==> src/design/vebset_pkg.sv <==
// Package: shared types, constants and search helpers of the ordered integer set.
package vebset_pkg;

	localparam int KEY_W = 16;
	localparam int OUT_W = 17;
	localparam int LEAF_WORDS = 1024;
	localparam int SUM_WORDS = 16;

	typedef enum logic [2:0] {
		FN_INSERT = 3'd0,
		FN_DELETE = 3'd1,
		FN_MEMBER = 3'd2,
		FN_SUCC   = 3'd3,
		FN_PRED   = 3'd4
	} func_t;

	// classified command handed from front to back
	typedef struct packed {
		logic [2:0]       func;
		logic [KEY_W-1:0] key;
	} cmd_t;

	// lowest set bit at or above a position, 64-bit word
	function automatic logic [6:0] low_from(input logic [63:0] m, input logic [6:0] q);
		logic [6:0] r;
		r = 7'd64;
		for (int i = 63; i >= 0; i--) begin
			if (m[i] && (7'(i) >= q)) r = 7'(i);
		end
		return r;
	endfunction

	// highest set bit at or below a position (q may be -1 as 8'hff)
	function automatic logic [6:0] high_to(input logic [63:0] m, input logic signed [7:0] q);
		logic [6:0] r;
		r = 7'd64;
		for (int i = 0; i < 64; i++) begin
			if (m[i] && (8'(i) <= q) && !q[7]) r = 7'(i);
		end
		return r;
	endfunction

endpackage

==> src/design/vebset_front.sv <==
// Front part: two-entry command queue that registers the incoming commands.
module vebset_front (
	input  logic                        clk,
	input  logic                        arst_n,
	input  logic                        in_valid,
	output logic                        in_stall,
	input  logic [2:0]                  func,
	input  logic [vebset_pkg::KEY_W-1:0] key,
	output logic                        cmd_valid,
	input  logic                        cmd_take,
	output vebset_pkg::cmd_t            cmd
);
	vebset_pkg::cmd_t mem_q [2];
	logic             wp_q, rp_q;
	logic [1:0]       cnt_q;
	logic             push;

	assign in_stall  = (cnt_q == 2'd2);
	assign push      = in_valid && !in_stall;
	assign cmd_valid = (cnt_q != 2'd0);
	assign cmd       = mem_q[rp_q];

	// queue storage
	always_ff @(posedge clk) begin
		if (push) begin
			mem_q[wp_q] <= '{func: func, key: key};
		end
	end

	// queue pointers
	always_ff @(posedge clk or negedge arst_n) begin
		if (!arst_n) begin
			wp_q <= 1'b0; rp_q <= 1'b0; cnt_q <= 2'd0;
		end else begin
			if (push) wp_q <= ~wp_q;
			if (cmd_take) rp_q <= ~rp_q;
			cnt_q <= cnt_q + 2'(push) - 2'(cmd_take);
		end
	end

	assert property (@(posedge clk) disable iff (!arst_n) cnt_q <= 2'd2)
		else $error("queue overflow");
	assert property (@(posedge clk) disable iff (!arst_n) cmd_take |-> cmd_valid)
		else $error("take from empty queue");
	assert property (@(posedge clk) disable iff (!arst_n)
		(push && !cmd_take) |=> cnt_q == $past(cnt_q) + 2'd1)
		else $error("fill count slip");
endmodule

==> config.mk <==
export PLATFORM = sky130hd
export DESIGN_NAME = vebset_front
export DESIGN_NICKNAME = d
export VERILOG_FILES = /design/src/design/vebset_pkg.sv /design/src/design/vebset_front.sv
export SDC_FILE = /design/constraint.sdc
export NUM_CORES = 1
export LEC_CHECK = 0
export BUFFER_PORTS_ARGS = -buffer_cell sky130_fd_sc_hd__buf_2
export CORE_ASPECT_RATIO = 0.5
export CORE_MARGIN = 5
export CORE_UTILIZATION = 45
export CTS_CLUSTER_SIZE = 10
export DETAILED_ROUTE_END_ITERATION = 16
export GPL_ROUTABILITY_DRIVEN = 0
export PLACE_DENSITY_LB_ADDON = 0.15
export SKIP_LAST_GASP = 1
export SLEW_MARGIN = 20
export SYNTH_ARGS = -nofsm -noshare
export SYNTH_HDL_FRONTEND = slang
export SYNTH_SLANG_ARGS = --single-unit
export TNS_END_PERCENT = 10
==> constraint.sdc <==
create_clock -name clk -period 1.85 [get_ports clk]
set_clock_uncertainty 0.05 [all_clocks]
set_input_delay 0.2775 -clock clk [delete_from_list [all_inputs] [get_ports clk]]
set_output_delay 0.2775 -clock clk [all_outputs]
set_load 0.02 [all_outputs]
* Word-level counts from Yosys, hierarchy flattened
Memories as Yosys holds them, arrays and structs flattened. Cells that the tools add are included.
Operators by class: add/subtract/negate cells 2, equality and inequality tests 1, muxes and demuxes 2, bitwise logic cells 2, reduce and logical (&&, ||, !) cells 3
Operators by type and width (number):
- 2-bit by 1-bit adder with 2-bit output | 1
- 2-bit equality test, second input constant | 1
- 1-bit two-way mux | 2
- 1-bit NOT | 2
- 2-bit nonzero test | 1
- 2-bit by 1-bit subtractor with 2-bit output | 1
- 1-bit logical AND | 1
- 1-bit logical NOT | 1
Storage, ports and cells: register bits after elaboration 4, memory bits (writable) 38, input bits 23, output and inout bits 21, logic and storage cells 14, memories kept 1
Memory list:
- mem_q | words 2, width 19, read ports 1, clocked after memory_dff 0, wr ports 1, line vebset_front.sv:13 | vebset_pkg::cmd_t mem_q [2];

* Longest topological paths before layout
depth in word-level cells 5, mapped depth 7, gate-level depth less buffers 7

* Worst setup path after synthesis
Ideal clock, no wire load.
path type register -> register, from reg cnt_q[1], to mem mem_q[0][0] in the netlist's numbering (enable), setup time 0.395 ns, data arrival time 1.406 ns, required time 1.405 ns, setup slack -0.001 ns, cell stages (with the launch flop) 4, path buffers 0, clock period less this slack 1.851 ns, path through dfrtp_1 -> nand2b_1 -> nand2_1 -> nor2_1
Between the ends: word-level cells in the longest chain between the ends 5
RTL lines:
- start, declared | line vebset_front.sv:15 | logic [1:0] cnt_q;
- start signal, assigned | line vebset_front.sv:37 | cnt_q <= cnt_q + 2'(push) - 2'(cmd_take);
- 2-bit equality test | line vebset_front.sv:18 | assign in_stall = (cnt_q == 2'd2);
- 1-bit logical NOT | line vebset_front.sv:19 | assign push = in_valid && !in_stall;
- 1-bit logical AND | line vebset_front.sv:19
- 1-bit two-way mux | line vebset_front.sv:25 | if (push) begin
- 1-bit two-way mux (not written as such) | line vebset_front.sv:26 | mem_q[wp_q] <= '{func: func, key: key};
- end, declared | line vebset_front.sv:13
Every way passes these cells.

==> results.py <==
metrics = {
    "status": {
        "status": "completed",
    },
    "placement": {
        "io_buffers": 43,
        "dpl.hpwl_um": 1700,
        "dpl_worst_slack_ps": 284,
    },
    "layout": {
        "final_core_util": 0.585,
        "syn2layout_area_growth_pct": 23.7,
        "drive_above_1_share": 0.574,
        "fin_nets": 153,
        "antenna_cells": 0,
    },
    "floorplanning": {
        "start_util": 0.473,
        "rows": 15,
        "ioPinCount": 44,
        "die_area_mm2": 0.00503,
        "dieWidth_um": 95.5,
        "die-height_um": 52.7,
        "core-area_mm2": 0.00347,
    },
    "setup_path": {
        "path_cells": "buf_12, mux2_4, buf_2",
        "timing_worst_setup_path_type": "flop to output pin",
        "slowest_stage": "dfrtp_1",
        "critPathLaunchType": "flop",
        "end_kind": "output pin",
        "slowest_delay_ps": 420,
        "cp.arrival_ps": 1390,
        "crit_path_max_fanout": 19,
        "worstPathRequired_ps": 1520,
    },
    "sta": {
        "tns_ps": 0,
        "clock.fmax_mhz": 581,
        "rsz0062_at_grt": "false",
        "fin_crit_sh": 0.931,
        "relSlewSlack": 0.823,
        "worst_slack_ps": 128,
        "finalSetupViolations": 0,
        "min_period_ps": 1720,
        "holdWs_ps": 123,
        "worst_slew_pin_slew_ps": 265,
        "hold_viol": 0,
        "finalMaxSlewViolations": 0,
    },
    "cts": {
        "clkLatencyLatePin_ps": 280,
        "clock_path_buffers": 2,
        "clock-sinks": 42,
        "cts_hold_buf": 1,
        "cts_htree_levels": 2,
        "cts.repair.resized": 0,
        "numCtsBuffers": 5,
        "cts_tree": "done",
        "cts_setup_buffers": 0,
        "cts_root_buf": "clkbuf_8",
        "clk_pin_slew_worst_paths_ps": 80,
    },
    "routing": {
        "routedWlPerCell_um": 14.1,
        "drc_errors": 0,
        "drt_iter0_drc": 23,
        "dr.pass1.iters": 3,
        "finalWirelength_um": 2530,
        "num_vias": 788,
        "via_per_inst": 4.38,
        "ant_nets": 0,
    },
    "global_routing": {
        "grt_usage": 0.115,
        "grt_pass1_wl_um": 4090,
        "grt_max_degree": 20,
        "antenna_found_initial": 0,
        "grt_pass1_vias": 858,
        "grt_overflow": 0,
    },
    "logic_synthesis": {
        "synth_area_leaders": "edfxtp_1 (69%), mux2_4 (17%), dfrtp_1 (6.1%)",
        "netlist_area_mm2": 0.00164,
        "ys_seq_elements": 42,
        "netlist.area_leader.share": 0.695,
        "avgSynthCellArea_um2": 21.6,
        "syn_inst": 76,
        "synth_largest_area_cell": "edfxtp_1",
        "syn_nets": 101,
        "synth_cell_types": 13,
        "seq_area_frac_synth": 0.756,
        "ys_warn_count": 0,
    },
    "power": {
        "leakage_nw": 0.844,
        "ir_worst_vdd_uv": 979,
        "power_mw": 3.21,
        "power_density_mw_per_mm2": 1580,
    },
    "min_path": {
        "hp-class": "input port to flop",
    },
    "job": {
        "cap_violations": 0,
    },
}
-- placed cells by master (no fill, tap or decap), types with 2 or more instances in the layout --
cell,Yosys,routed
buf_2,0,43
buf_4,0,2
clkbuf_8,0,5
dfrtp_1,4,4
edfxtp_1,38,38
ha_1,2,2
inv_1,2,2
mux2_4,19,19
xnor2_1,3,3
-- layout make-up --
class	instances	area (um^2)
multi-input combinational	30	374
inverter	2	7.51
timing repair buffer	47	260
clock inverter	3	16.3
tap	51	63.8
sequential	42	1240
fill	290	1440
clock buffer	5	68.8
-- per-layer routing --
metal / up-vias / global-route usage / wire [um]
li1: 390 / - / -
met1: 369 / 0.141 / 1150
met2: 27 / 0.177 / 1170
met3: 2 / 0.0373 / 188
met4: 0 / 0.0708 / 29
met5: - / 0 / 0
-- registers in the layout (all words and copies together), names as in the netlist --
| signal | cells |
|---|---|
| mem_q | 38 |
| wp_q | 1 |
| cnt_q | 2 |
| rp_q | 1 |
-- metrics by stage --
| stage | area, um^2 | cells |
|---|---|---|
| global route | 2030 | 180 |
| detailed placement | 1940 | 171 |
| CTS | 2030 | 180 |
| floorplan | 1650 | 76 |
| finish | 2030 | 180 |
| global placement | 1940 | 171 |
-- path summary, 6_finish.rpt --
path                          start  cells after the start  slack, ps           to
min in group asynchronous    arst_n                      2        270     cnt_q[0]
setup / recovery               rp_q                      3        130       cmd[2]
hold reg to reg                wp_q                      1        470         wp_q
max in group asynchronous    arst_n                      2       1360         wp_q
setup reg to reg           cnt_q[1]                      7        270     cnt_q[1]
hold / removal               key[6]                      1        120  mem_q[0][6]
-- critical path: cells and delay by family, from the launching register on --
family   cells  cell delay (ps)
mux          1              310
flops        1              420
buf+inv      2              380
-- Yosys cell counts --
| master | number |
|---|---|
| ha_1 | 2 |
| edfxtp_1 | 38 |
| xor2_1 | 1 |
| dfrtp_1 | 4 |
| inv_1 | 2 |
| buf_6 | 2 |
| xnor2_1 | 3 |
| nor2_1 | 1 |
| nand2_1 | 1 |
| or2_2 | 1 |
| mux2_4 | 19 |
| nand2b_1 | 1 |
| and3_1 | 1 |
-- logic make-up (layout without fill, tap and decap cells) --
kind of cell               count (synthesis)  count (layout)  synth area share
muxes                                     19              19             0.174
xor gates and xnor gates                   4               4            0.0213
adders and majority gates                  2               2            0.0152
DFF                                       42              42             0.756
and+or+nand+nor                            5               5            0.0160
buffers and inverters                      4              57            0.0183
-- where the power goes --
| part | total (mW) | internal (mW) | switching [mW] |
|---|---|---|---|
| sequential | 1.39 | 1.31 | 0.0819 |
| clock | 0.554 | 0.258 | 0.295 |
| combinational | 1.27 | 0.599 | 0.674 |
| total | 3.21 | 2.16 | 1.05 |
Power figures use the tool's default switching activity.
